--- src/rtl/owbm_pkg.sv ---
// ----------------------------------------------------------------------------
// owbm_pkg: shared types and constants for the single-wire bus master
// Transaction payloads, command codes, register indexes and phase encoding.
// ----------------------------------------------------------------------------
package owbm_pkg;

    // Command codes carried in the mode field
    localparam logic [1:0] MODE_TICK  = 2'd0;
    localparam logic [1:0] MODE_RESET = 2'd1;
    localparam logic [1:0] MODE_WRITE = 2'd2;
    localparam logic [1:0] MODE_READ  = 2'd3;

    // Configuration register indexes
    localparam logic [2:0] CFG_PRE_RESET_HIGH = 3'd0;
    localparam logic [2:0] CFG_RESET_LOW      = 3'd1;
    localparam logic [2:0] CFG_RESET_WAIT     = 3'd2;
    localparam logic [2:0] CFG_SLOT           = 3'd3;
    localparam logic [2:0] CFG_SHORT          = 3'd4;
    localparam logic [2:0] CFG_POST_WRITE     = 3'd5;

    // Configuration reset values
    localparam logic [15:0] RST_PRE_RESET_HIGH = 16'd100;
    localparam logic [15:0] RST_RESET_LOW      = 16'd600;
    localparam logic [15:0] RST_RESET_WAIT     = 16'd240;
    localparam logic [15:0] RST_SLOT           = 16'd60;
    localparam logic [7:0]  RST_SHORT          = 8'd2;
    localparam logic [15:0] RST_POST_WRITE     = 16'd30;

    // Bus phases, one-hot
    typedef enum logic [6:0] {
        PH_IDLE     = 7'b0000001,
        PH_RST_PRE  = 7'b0000010,
        PH_RST_LOW  = 7'b0000100,
        PH_RST_WAIT = 7'b0001000,
        PH_BIT_LOW  = 7'b0010000,
        PH_BIT_HIGH = 7'b0100000,
        PH_GAP      = 7'b1000000
    } t_phase;

    // Input transaction
    typedef struct packed {
        logic [1:0] mode;
        logic [7:0] data_byte;
        logic       line_level;
    } t_in;

    // Result transaction
    typedef struct packed {
        logic       drive_low;
        logic       busy_res;
        logic       op_done;
        logic [7:0] read_data;
        logic       cmd_rejected;
    } t_out;

endpackage

--- src/rtl/one_wire_bus_master.sv ---
// ----------------------------------------------------------------------------
// one_wire_bus_master: single-wire bus master with reset, write and read
// Steps the bus sequencer one tick or command item per clock unless stalled.
// ----------------------------------------------------------------------------
// Usage:
//   Input channel (i_in_valid / o_in_stall / i_in_data) carries one
//   transaction per item: a 1 us tick, or a reset, write-byte or read-byte
//   command. Every accepted transaction yields exactly one result on the
//   output channel (o_out_valid / i_out_stall / o_out_data): drive level,
//   busy, done, last read byte and a rejected flag for commands given
//   while busy.
//   The result is registered and shows in the cycle after acceptance;
//   one transaction per clock while unstalled. The phase sequencer and
//   its tick counter update in the same cycle an item is accepted, so items
//   follow back to back. When the receiver stalls, the result register
//   holds it and o_in_stall rises; input resumes the cycle it is taken.
//   Configuration port (i_cfg_valid / o_cfg_ready) is always ready; write
//   only while the sequencer is idle.
//   Synchronous reset clears the sequencer to idle, the read byte to zero
//   and the timing registers to their defaults; no result is pending.
// ----------------------------------------------------------------------------
module one_wire_bus_master #(
    parameter int BITS_PER_BYTE = 8
) (
    input  logic               i_clk,
    input  logic               i_rst_n,
    input  logic               i_in_valid,
    output logic               o_in_stall,
    input  owbm_pkg::t_in      i_in_data,
    output logic               o_out_valid,
    input  logic               i_out_stall,
    output owbm_pkg::t_out     o_out_data,
    input  logic               i_cfg_valid,
    output logic               o_cfg_ready,
    input  logic [2:0]         i_cfg_index,
    input  logic [15:0]        i_cfg_data
);
    import owbm_pkg::*;

    localparam int BIT_W = $clog2(BITS_PER_BYTE + 1);

    // Timing registers
    logic [15:0] r_pre_reset_high;
    logic [15:0] r_reset_low;
    logic [15:0] r_reset_wait;
    logic [15:0] r_slot;
    logic [7:0]  r_short;
    logic [15:0] r_post_write;

    // Sequencer state
    t_phase           r_phase,      n_phase;
    logic [15:0]      r_tick_count, n_tick_count;
    logic [BIT_W-1:0] r_bit_index,  n_bit_index;
    logic [7:0]       r_shift_byte, n_shift_byte;
    logic [1:0]       r_operation,  n_operation;
    logic [7:0]       r_read_latch, n_read_latch;

    // Result register
    logic r_out_valid;
    t_out r_out_data, n_out_data;

    logic             in_acc;
    logic             done;
    logic             rejected;
    logic [15:0]      slot_len;
    logic [15:0]      short_len;
    logic [15:0]      cur_len;
    logic [16:0]      tick_inc;
    logic [7:0]       shift_s;
    logic [BIT_W-1:0] bit_inc;
    t_phase           step_ph;

    assign in_acc      = i_in_valid && !o_in_stall;
    assign o_in_stall  = r_out_valid && i_out_stall;
    assign o_out_valid = r_out_valid;
    assign o_out_data  = r_out_data;
    assign o_cfg_ready = 1'b1;

    // Store timing registers
    always_ff @(posedge i_clk) begin
        if (!i_rst_n) begin
            r_pre_reset_high <= RST_PRE_RESET_HIGH;
            r_reset_low      <= RST_RESET_LOW;
            r_reset_wait     <= RST_RESET_WAIT;
            r_slot           <= RST_SLOT;
            r_short          <= RST_SHORT;
            r_post_write     <= RST_POST_WRITE;
        end else if (i_cfg_valid && o_cfg_ready) begin
            unique case (i_cfg_index)
                CFG_PRE_RESET_HIGH: r_pre_reset_high <= i_cfg_data;
                CFG_RESET_LOW:      r_reset_low      <= i_cfg_data;
                CFG_RESET_WAIT:     r_reset_wait     <= i_cfg_data;
                CFG_SLOT:           r_slot           <= i_cfg_data;
                CFG_SHORT:          r_short          <= i_cfg_data[7:0];
                CFG_POST_WRITE:     r_post_write     <= i_cfg_data;
                default: ;
            endcase
        end
    end

    // Clamp the low and slot lengths to at least one tick
    assign slot_len  = (r_slot == 16'd0) ? 16'd1 : r_slot;
    assign short_len = (r_short == 8'd0) ? 16'd1 : {8'd0, r_short};

    // Length of the current phase
    always_comb begin
        unique case (r_phase)
            PH_RST_PRE:  cur_len = r_pre_reset_high;
            PH_RST_LOW:  cur_len = (r_reset_low == 16'd0) ? 16'd1 : r_reset_low;
            PH_RST_WAIT: cur_len = r_reset_wait;
            PH_BIT_LOW:  cur_len = (r_operation == MODE_WRITE && !r_shift_byte[0])
                                   ? slot_len : short_len;
            PH_BIT_HIGH: begin
                if (r_operation == MODE_WRITE && !r_shift_byte[0]) begin
                    cur_len = short_len;
                end else begin
                    cur_len = slot_len;
                end
            end
            PH_GAP:      cur_len = r_post_write;
            default:     cur_len = 16'd0;
        endcase
    end

    assign tick_inc = {1'b0, r_tick_count} + 17'd1;
    assign bit_inc  = r_bit_index + BIT_W'(1);

    // Sample the line on the first released tick of a read slot
    always_comb begin
        shift_s = r_shift_byte;
        if (r_operation == MODE_READ && r_phase == PH_BIT_HIGH && r_tick_count == 16'd0) begin
            shift_s = {i_in_data.line_level, r_shift_byte[7:1]};
        end
    end

    // Next phase once the current one runs out, skipping empty released phases
    always_comb begin
        unique case (r_phase)
            PH_RST_PRE:  step_ph = PH_RST_LOW;
            PH_RST_LOW:  step_ph = (r_reset_wait == 16'd0) ? PH_IDLE : PH_RST_WAIT;
            PH_BIT_LOW:  step_ph = PH_BIT_HIGH;
            PH_BIT_HIGH: begin
                if (bit_inc >= BIT_W'(BITS_PER_BYTE)) begin
                    if (r_operation == MODE_WRITE && r_post_write != 16'd0) begin
                        step_ph = PH_GAP;
                    end else begin
                        step_ph = PH_IDLE;
                    end
                end else begin
                    step_ph = PH_BIT_LOW;
                end
            end
            default:     step_ph = PH_IDLE;
        endcase
    end

    // Advance the sequencer for one transaction
    always_comb begin
        n_phase      = r_phase;
        n_tick_count = r_tick_count;
        n_bit_index  = r_bit_index;
        n_shift_byte = r_shift_byte;
        n_operation  = r_operation;
        n_read_latch = r_read_latch;
        done         = 1'b0;
        rejected     = 1'b0;
        if (i_in_data.mode != MODE_TICK) begin
            if (r_phase != PH_IDLE) begin
                rejected = 1'b1;
            end else begin
                n_operation  = i_in_data.mode;
                n_bit_index  = '0;
                n_tick_count = 16'd0;
                if (i_in_data.mode == MODE_RESET) begin
                    n_phase = (r_pre_reset_high == 16'd0) ? PH_RST_LOW : PH_RST_PRE;
                end else begin
                    n_shift_byte = (i_in_data.mode == MODE_WRITE) ? i_in_data.data_byte
                                                                  : 8'd0;
                    n_phase      = PH_BIT_LOW;
                end
            end
        end else if (r_phase != PH_IDLE) begin
            n_shift_byte = shift_s;
            if (tick_inc >= {1'b0, cur_len}) begin
                n_phase      = step_ph;
                n_tick_count = 16'd0;
                if (r_phase == PH_BIT_HIGH) begin
                    n_bit_index = bit_inc;
                    if (r_operation == MODE_WRITE) begin
                        n_shift_byte = {1'b0, shift_s[7:1]};
                    end
                end
                if (step_ph == PH_IDLE) begin
                    done = 1'b1;
                    if (r_operation == MODE_READ) begin
                        n_read_latch = shift_s;
                    end
                end
            end else begin
                n_tick_count = tick_inc[15:0];
            end
        end
    end

    // Build the result
    always_comb begin
        n_out_data.drive_low    = (n_phase == PH_RST_LOW) || (n_phase == PH_BIT_LOW);
        n_out_data.busy_res     = (n_phase != PH_IDLE);
        n_out_data.op_done      = done;
        n_out_data.read_data    = n_read_latch;
        n_out_data.cmd_rejected = rejected;
    end

    // Update state on each accepted transaction
    always_ff @(posedge i_clk) begin
        if (!i_rst_n) begin
            r_phase      <= PH_IDLE;
            r_tick_count <= 16'd0;
            r_bit_index  <= '0;
            r_shift_byte <= 8'd0;
            r_operation  <= MODE_TICK;
            r_read_latch <= 8'd0;
        end else if (in_acc) begin
            r_phase      <= n_phase;
            r_tick_count <= n_tick_count;
            r_bit_index  <= n_bit_index;
            r_shift_byte <= n_shift_byte;
            r_operation  <= n_operation;
            r_read_latch <= n_read_latch;
        end
    end

    // Hold the result until taken
    always_ff @(posedge i_clk) begin
        if (!i_rst_n) begin
            r_out_valid <= 1'b0;
        end else if (in_acc) begin
            r_out_valid <= 1'b1;
        end else if (!i_out_stall) begin
            r_out_valid <= 1'b0;
        end
    end

    always_ff @(posedge i_clk) begin
        if (in_acc) begin
            r_out_data <= n_out_data;
        end
    end

    // Checks
    a_done_not_busy: assert property (@(posedge i_clk) disable iff (!i_rst_n)
        o_out_valid |-> !(o_out_data.op_done && o_out_data.busy_res))
        else $error("operation done while still busy");

    a_drive_needs_busy: assert property (@(posedge i_clk) disable iff (!i_rst_n)
        (o_out_valid && o_out_data.drive_low) |-> o_out_data.busy_res)
        else $error("bus driven low while idle");

    a_reject_no_done: assert property (@(posedge i_clk) disable iff (!i_rst_n)
        o_out_valid |-> !(o_out_data.cmd_rejected && o_out_data.op_done))
        else $error("rejected command reported as done");

    a_reject_holds: assert property (@(posedge i_clk) disable iff (!i_rst_n)
        (in_acc && i_in_data.mode != MODE_TICK && r_phase != PH_IDLE)
        |=> ($stable(r_phase) && $stable(r_tick_count) && $stable(r_shift_byte)))
        else $error("rejected command changed sequencer state");

endmodule
--- config.mk ---
export PLATFORM = sky130hd
export DESIGN_NAME = one_wire_bus_master
export DESIGN_NICKNAME = d
export VERILOG_FILES = /design/src/rtl/owbm_pkg.sv /design/src/rtl/one_wire_bus_master.sv
export SDC_FILE = /design/constraint.sdc
export NUM_CORES = 1
export LEC_CHECK = 0
export ABC_CLOCK_PERIOD_IN_PS = 4200
export BUFFER_PORTS_ARGS = -buffer_cell sky130_fd_sc_hd__buf_2
export CELL_PAD_IN_SITES_DETAIL_PLACEMENT = 0
export CELL_PAD_IN_SITES_GLOBAL_PLACEMENT = 1
export CORE_UTILIZATION = 41
export DETAILED_ROUTE_END_ITERATION = 12
export PLACE_DENSITY_LB_ADDON = 0.12
export SLEW_MARGIN = 20
export SYNTH_ARGS = -nofsm -noshare
export SYNTH_HDL_FRONTEND = slang
export SYNTH_SLANG_ARGS = --single-unit
--- constraint.sdc ---
create_clock -name i_clk -period 4.2 [get_ports i_clk]
set_input_delay 1.05 -clock i_clk [delete_from_list [all_inputs] [get_ports i_clk]]
set_output_delay 1.05 -clock i_clk [all_outputs]
set_load 0.03 [all_outputs]
# Word level (Yosys, flattened, before mapping)
# Cells that the tools add are included.
[word_totals] register_bits=146 word_cells=122
[classes] n_addsub=2 order_cmp=2 eq_ne=23 n_mux=43 bitwise=2 reduce_logical=32
[op_table] operator="16-bit two-way mux" n=8
[op_table] operator="8-bit two-way mux" n=15
[op_table] operator="16-bit case mux with 6 select lines" n=1
[op_table] operator="16-bit zero test" n=5
[op_table] operator="7-bit two-way mux" n=6
[op_table] operator="7-bit case mux with 4 select lines" n=1
[op_table] operator="4-bit two-way mux" n=6
[op_table] operator="16-bit by 1-bit adder with 17-bit output, second input constant" n=1
[op_table] operator="17-bit by 16-bit >= comparator with 1-bit output" n=1
[op_table] operator="16-bit nonzero test" n=1
[op_table] operator="7-bit by 3-bit equality test with 1-bit output, second input constant" n=2
[op_table] operator="7-bit by 5-bit equality test with 1-bit output, second input constant" n=2
[op_table] operator="7-bit by 1-bit != test with 1-bit output, second input constant" n=2
[op_table] operator="2-bit AND reduction" n=6
[op_table] operator="8-bit zero test" n=1
[op_table] operator="2-bit nonzero test" n=4
[op_table] operator="7-bit by 1-bit equality test with 1-bit output, second input constant" n=1
[op_table] operator="7-bit by 2-bit equality test with 1-bit output, second input constant" n=1
[op_table] operator="7-bit by 4-bit equality test with 1-bit output, second input constant" n=1
[op_table] operator="7-bit by 6-bit equality test with 1-bit output, second input constant" n=1
[op_table] operator="7-bit equality test, second input constant" n=1
[op_table] operator="2-bit equality test, second input constant" n=3
[op_table] operator="3-bit by 2-bit equality test with 1-bit output, second input constant" n=2
[op_table] operator="3-bit equality test, second input constant" n=2
[op_table] operator="18 further kinds" n=30

# Depth between registers and ports, before layout
# Gate-level depths: netlist (run 1).
[depth] ltp_word=10 ltp_mapped=18 mapped_depth_nobuf=15

# Worst setup path after synthesis (run 1)
# Ideal clock, no wire load.
[synth_timing] kind="register to register" startpoint="register r_phase[6]" endpoint="register r_out_data, in the netlist o_out_data[1] (data pin)" arrival_ns=4.114 slack_ns=-0.173 path_stages_with_launch=17 path_buffers=2 period_less_slack_ns=4.373 cell_sequence="dfxtp_1 or3_4 or3_1 or3b_1 clkbuf_1 mux2i_1 and2_1 buf_4 a21oi_1 ha_1 and3_1 and3_1 o2111ai_1 o211ai_2 nand2_1 nor4b_4 mux2_2"
[synth_lines] element="start: declaration" line="one_wire_bus_master.sv:51" rtl="t_phase r_phase, n_phase;"
[synth_lines] element="start signal: assignment" line="one_wire_bus_master.sv:224" rtl="r_phase <= n_phase;"
[synth_lines] element="end signal: assignment" line="one_wire_bus_master.sv:246" rtl="r_out_data <= n_out_data;"
[synth_lines] element="end: declaration" line="one_wire_bus_master.sv:60" rtl="t_out r_out_data, n_out_data;"

==> results of run 1 <==
repair_timing:
| item | CTS | global route |
|---|---|---|
| setup endpoints to repair | 52 | 36 |
| resized for setup | 14 | 37 |
| cloned | 0 | 2 |
| pin swaps | 0 | 28 |
| buffers inserted | 1 | 3 |
kinds of logic after synthesis:
kind of cell	count (synthesis)	share of synthesized area, %
AO/OA/AOI/OAI	225	19.14
XOR/XNOR	17	2.027
adder cells (fa/ha/maj)	20	3.406
buffers and inverters	67	3.695
flip-flops	146	41.42
multiplexers	31	4.632
other	1	0.05104
AND/OR/NAND/NOR	403	25.63
final timing paths:
| kind | start | end | slack, ns | depth (start not counted) |
|---|---|---|---|---|
| setup / recovery | r_phase[5]$_SDFFE_PN0P_ | o_out_data[1]$_DFFE_PP_ | 0.03 | 16 |
| setup reg to reg | r_phase[5]$_SDFFE_PN0P_ | o_out_data[1]$_DFFE_PP_ | 0.03 | 16 |
| hold reg to reg | r_short[0]$_SDFFE_PN0P_ | r_short[0]$_SDFFE_PN0P_ | 0.47 | 2 |
| hold / removal | r_short[0]$_SDFFE_PN0P_ | r_short[0]$_SDFFE_PN0P_ | 0.47 | 2 |
cell type report:
class,instances,area [µm²],share of cell area [%]
timing repair buffer,97,666.9,7.490
multi-input combinational,697,4260,47.85
tap,225,281.5,3.162
clock buffer,21,460.4,5.171
inverter,11,41.29,0.4637
clock inverter,11,148.9,1.672
sequential,146,3044,34.19
power breakdown:
group	switching, mW	internal [mW]	total [mW]	leakage, nW
clock	0.620	0.970	1.59	0.295
combinational	0.221	0.116	0.337	1.84
sequential	0.0351	1.44	1.48	1.21
registers in the layout, indices dropped and copies added, names as in the netlist:
register,cells
r_reset_low,16
o_out_data,12
r_read_latch,8
r_shift_byte,8
r_short,8
r_post_write,16
r_slot,16
r_tick_count,16
r_operation,2
r_phase,7
r_reset_wait,16
r_pre_reset_high,16
r_bit_index,4
o_out_valid,1
metal layers:
metal	vias up	track usage, %
li1	3392	-
met1	3397	35.69
met2	242	42.77
met3	30	6.189
met4	0	8.827
met5	-	0
through the flow:
stage	setup slack [ns]	hold WS [ns]	TNS (ns)	instances	instance area [µm²]
floorplan	-0.1197	0.4365	-0.8655	910	7387
global placement	-0.1326	0.4573	-2.864	1171	8049
detailed placement	-0.2366	0.4604	-5.509	1171	8049
CTS	0.003903	0.4728	0	1204	8711
global route	-0.1130	0.4942	-2.404	1208	8904
finish	0.02563	0.4722	0	1208	8904
cell usage in the layout, fill, tap and decap left out, types with 5 or more instances in the layout:
| cell type | n |
|---|---|
| nand4_1 | 12 |
| a22oi_1 | 23 |
| mux2_2 | 5 |
| a21oi_1 | 107 |
| a21oi_2 | 6 |
| nand2_1 | 234 |
| and4_1 | 6 |
| nor3_1 | 5 |
| a222oi_1 | 5 |
| dfxtp_1 | 133 |
| nor2b_1 | 6 |
| and3_1 | 5 |
| edfxtp_1 | 12 |
| a211oi_1 | 5 |
| mux2_4 | 10 |
| mux2i_1 | 14 |
| nor4_1 | 23 |
| o211ai_1 | 8 |
| xor2_1 | 5 |
| xnor2_1 | 12 |
| buf_6 | 9 |
| buf_4 | 38 |
| ha_1 | 20 |
| nand3_1 | 37 |
| o21ai_0 | 21 |
| buf_2 | 48 |
| nor2_1 | 40 |
| clkbuf_16 | 17 |
| inv_1 | 8 |
worst register-to-register path, stage by stage, from the launching register on:
cell,delay [ns]
dfxtp_2,0.32
or3_4,0.38
or3_4,0.40
buf_6,0.13
nor3b_4,0.32
buf_6,0.19
a221o_1,0.26
a221oi_2,0.06
ha_1,0.35
nand4_1,0.13
a21oi_2,0.21
a2111oi_4,0.08
o211ai_4,0.25
nand2_2,0.11
nor4b_4,0.23
buf_6,0.19
mux2_4,0.31
==> results_dict.tcl, run 1 <==
set metrics [dict create \
    status "completed" \
    via_per_inst 5.845 \
    clkTransAtPathRegs_ns 0.06 \
    yosysSeqAreaShare_pct 41.42 \
    critPathRequiredTime_ns 4.38 \
    synth.cell_area_um2 7347 \
    tightest_slew_ns 1.031 \
    critical-path-slowest-cell "or3_4" \
    die-area_um2 18460 \
    cts_max_path_buffers 2 \
    cts_hold_buf 0 \
    first_pass_iters 6 \
    synth_cells 910 \
    final_antenna_net_count 0 \
    place_congestion 0.9028 \
    core-area_um2 17420 \
    hold_viol 0 \
    cts_htree_levels 4 \
    die_w_um 135.9 \
    hold_class "reg -> reg" \
    cpPeakStageDelay_ns 0.40 \
    initial_core_util_pct 42.18 \
    grt_pass1_vias 6660 \
    numCtsBuffers 17 \
    crit_family "simple AND/OR/NAND/NOR gates" \
    skew_ns 0.007640 \
    rows 48 \
    gr-total-overflow 0 \
    dp_hpwl_um 17290 \
    ir_worst_vdd_uv 284.4 \
    synthFlopType "dfxtp_1" \
    synthTopCellsByCount "235 x nand2_1, 134 x dfxtp_1, 113 x a21oi_1, 47 x clkbuf_1, 41 x nor2_1" \
    n_antenna_cell 0 \
    drv_cap 0 \
    grtUsageTotal_pct 26.84 \
    initialDrtViolationCount 686 \
    power_mw 3.405 \
    yosys.cell_count.top_type "nand2_1" \
    post-route-period-util_pct 99.39 \
    yosysWarnings 0 \
    wirelength_um 24050 \
    route.met3.wl_um 1742 \
    grt_pass1_wl_um 37000 \
    synth.area.top_cells "dfxtp_1 37%, nand2_1 12%, a21oi_1 7.7%" \
    dieHeight_um 135.9 \
    synth_edf_count 12 \
    synth-async-reset-ratio_pct 0 \
    relSlewSlack_pct 31.29 \
    crit_path_start_kind "register" \
    synth_top_area_cell "dfxtp_1" \
    route.detailed.drc 0 \
    p_per_area_nw_per_um2 382.4 \
    rsz0062_at_grt "yes" \
    crit_chain "or3_4, or3_4, buf_6, nor3b_4, buf_6, a221o_1, a221oi_2, ha_1, nand4_1, a21oi_2, a2111oi_4, o211ai_4, nand2_2, nor4b_4, buf_6, mux2_4" \
    setup_viol 0 \
    syn_area_per_cell_um2 8.074 \
    io_pins 50 \
    final_layout_size_suffix_gt1_share_pct 18.62 \
    fillers 1699 \
    p_leak_nw 3.344 \
    timing.final.max_slew_violations 0 \
    synth_seq_cells 146 \
    synth_top_area_share_pct 36.51 \
    nets 1025 \
    critPathKind "reg -> reg" \
    ys_types 67 \
    crit_fanout 8 \
    crit_path_end_kind "register" \
    clock_latency_ns 0.43 \
    crit_buf_inv 3 \
    syn_to_final_growth_pct 21.19 \
    clockRootBuffer "clkbuf_16" \
    met2_length_um 11240 \
    grt_max_degree 53 \
    cp_common_cell "buf_6" \
    postLayoutCoreUtil_pct 51.12 \
    vias 7061 \
    cp.arrival_ns 4.35 \
    top_layer "met4" \
    synth_nets 965 \
    wl_per_cell_um 19.90 \
    met1_length_um 10660 \
    antenna_found_initial 0 \
    fin_crit_ns 4.174 \
    cts_sinks 146 \
    fmax_mhz 239.6 \
    io_buffers 48 \
    cts_tree "yes" \
]
(Power assumes the default switching activity.)
==> inputs of run 2 (changes only) <==
--- a/config.mk
+++ b/config.mk
@@ -9,6 +9,7 @@
 export BUFFER_PORTS_ARGS = -buffer_cell sky130_fd_sc_hd__buf_2
 export CELL_PAD_IN_SITES_DETAIL_PLACEMENT = 0
 export CELL_PAD_IN_SITES_GLOBAL_PLACEMENT = 1
+export CORE_MARGIN = 1.5
 export CORE_UTILIZATION = 41
 export DETAILED_ROUTE_END_ITERATION = 12
 export PLACE_DENSITY_LB_ADDON = 0.12
==> results_dict.tcl, run 2 (synthesis results as in run 1) <==
set metrics [dict create \
    status "completed" \
    dp.cells 1171 \
    first_pass_iters 6 \
    vias 7125 \
    grt_pass1_wl_um 36740 \
    initial_core_util_pct 42.18 \
    crit_fanout 5 \
    wirelength_um 24330 \
    final_cell_mix "233 x nand2_1, 131 x dfxtp_1, 110 x a21oi_1, 49 x buf_2, 45 x buf_4" \
    tns_ns 0 \
    use_met1_pct 36.04 \
    io_buffers 48 \
    use_met2_pct 41.18 \
    clockRootBuffer "clkbuf_16" \
    critPathKind "reg -> reg" \
    tightest_slew_ns 0.8723 \
    nets 1035 \
    clkTransAtPathRegs_ns 0.06 \
    numCtsBuffers 17 \
    final_layout_size_suffix_gt1_share_pct 19.34 \
    crit_buf_inv 6 \
    cts_sinks 146 \
    drv_cap 0 \
    clock_latency_ns 0.42 \
    grt_max_degree 46 \
    power_mw 3.369 \
    crit_chain "or3_4, or3_4, buf_6, nor3b_4, buf_6, buf_6, clkbuf_16, nand2_4, o211ai_1, a221oi_2, ha_1, a21oi_2, o21ai_4, o2111ai_4, o211a_4, buf_6, nor4_4, buf_2, mux2i_1, nor2_1" \
    place_congestion 0.8760 \
    skew_ns 0.009767 \
    syn_to_final_growth_pct 22.33 \
    cts_max_path_buffers 2 \
    grt_pass1_vias 6431 \
    dp_hpwl_um 17180 \
    fmax_mhz 240.5 \
    cts_tree "yes" \
    setup_viol 0 \
    n_antenna_cell 0 \
    initialDrtViolationCount 700 \
    hold_viol 0 \
    antenna_found_initial 0 \
    crit_path_start_kind "register" \
    core-area_um2 17420 \
    fin_cells 1218 \
    post-route-period-util_pct 99.01 \
    gr-total-overflow 0 \
    die-area_um2 18730 \
    wl_per_cell_um 19.97 \
    die_w_um 136.9 \
    final_antenna_net_count 0 \
    via_per_inst 5.850 \
    crit_path_end_kind "register" \
    critical-path-slowest-cell "or3_4" \
    hold_class "reg -> reg" \
    ir_worst_vdd_uv 314.3 \
    cp.arrival_ns 4.44 \
    cts_hold_buf 0 \
    cp_common_cell "buf_6" \
    top_usage_layer "met2" \
    gr-usage-met3_pct 5.556 \
    fin_crit_ns 4.159 \
    dieHeight_um 136.9 \
    route.detailed.drc 0 \
    critPathRequiredTime_ns 4.48 \
    timing.final.max_slew_violations 0 \
    grtUsageTotal_pct 26.03 \
    rsz0062_at_grt "yes" \
    p_leak_nw 3.371 \
    cpPeakStageDelay_ns 0.38 \
    cts_htree_levels 4 \
    final_common_cell "nand2_1" \
    crit_family "simple AND/OR/NAND/NOR gates" \
    relSlewSlack_pct 41.76 \
    rows 48 \
    p_per_area_nw_per_um2 374.8 \
    io_pins 50 \
]
[run 2: repair_timing]
item | 4_1_cts | 5_1_grt
resized for setup | 6 | 39
pin swaps | 0 | 20
buffers inserted | 0 | 12
endpoints found under the setup margin | 39 | 51
cloned | 1 | 3
hold endpoints to repair | 0 | 0
[run 2: per-layer routing]
metal  wire length (µm)  vias up  part of all wire, %
met1              10980     3433                   45
li1                   -     3422                    -
met3               1557       25                  6.4
met2              11450      245                   47
met4                346        0                  1.4
met5                  0        -                    0
[run 2: cell type report]
cell class / instances / area [µm²]
multi-input combinational: 697 / 4245
timing repair buffer: 107 / 783.3
clock inverter: 12 / 142.6
clock buffer: 20 / 446.7
fill: 1706 / 8429
sequential: 146 / 3047
inverter: 11 / 41.29
tap: 225 / 281.5
[run 2: power breakdown]
part / internal [mW] / switching, mW / leakage, nW
sequential: 1.44 / 0.0349 / 1.21
clock: 0.903 / 0.647 / 0.282
combinational: 0.120 / 0.221 / 1.88
total: 2.47 / 0.903 / 3.37
[run 2: path summary, 6_finish.rpt]
kind         slack, ns                    start  cells past startpoint                            to
max reg2reg       0.04  r_phase[6]$_SDFFE_PN0P_                     20  r_read_latch[3]$_SDFFE_PN0P_
min reg2reg       0.46  r_short[0]$_SDFFE_PN0P_                      2       r_short[0]$_SDFFE_PN0P_
min               0.46  r_short[0]$_SDFFE_PN0P_                      2       r_short[0]$_SDFFE_PN0P_
max               0.04  r_phase[6]$_SDFFE_PN0P_                     20  r_read_latch[3]$_SDFFE_PN0P_
[run 2: worst register-to-register path, cell delays in order (launching register included)]
cell	delay (ns)
dfxtp_2	0.32
or3_4	0.38
or3_4	0.34
buf_6	0.14
nor3b_4	0.21
buf_6	0.14
buf_6	0.11
clkbuf_16	0.15
nand2_4	0.05
o211ai_1	0.11
a221oi_2	0.07
ha_1	0.32
a21oi_2	0.08
o21ai_4	0.21
o2111ai_4	0.16
o211a_4	0.30
buf_6	0.13
nor4_4	0.34
buf_2	0.23
mux2i_1	0.19
nor2_1	0.05
[run 2: metrics by stage]
step	worst slack [ns]	instance area (µm²)	utilization, %	hold WS, ns
after floorplan	-0.1197	7387	-	0.4365
after global placement	-0.1657	8061	46.29	0.4515
after detailed placement	-0.1193	8061	46.29	0.4569
after CTS	0.02337	8670	49.78	0.4643
after global routing	-0.1497	8987	51.60	0.4874
final	0.04148	8987	51.60	0.4630
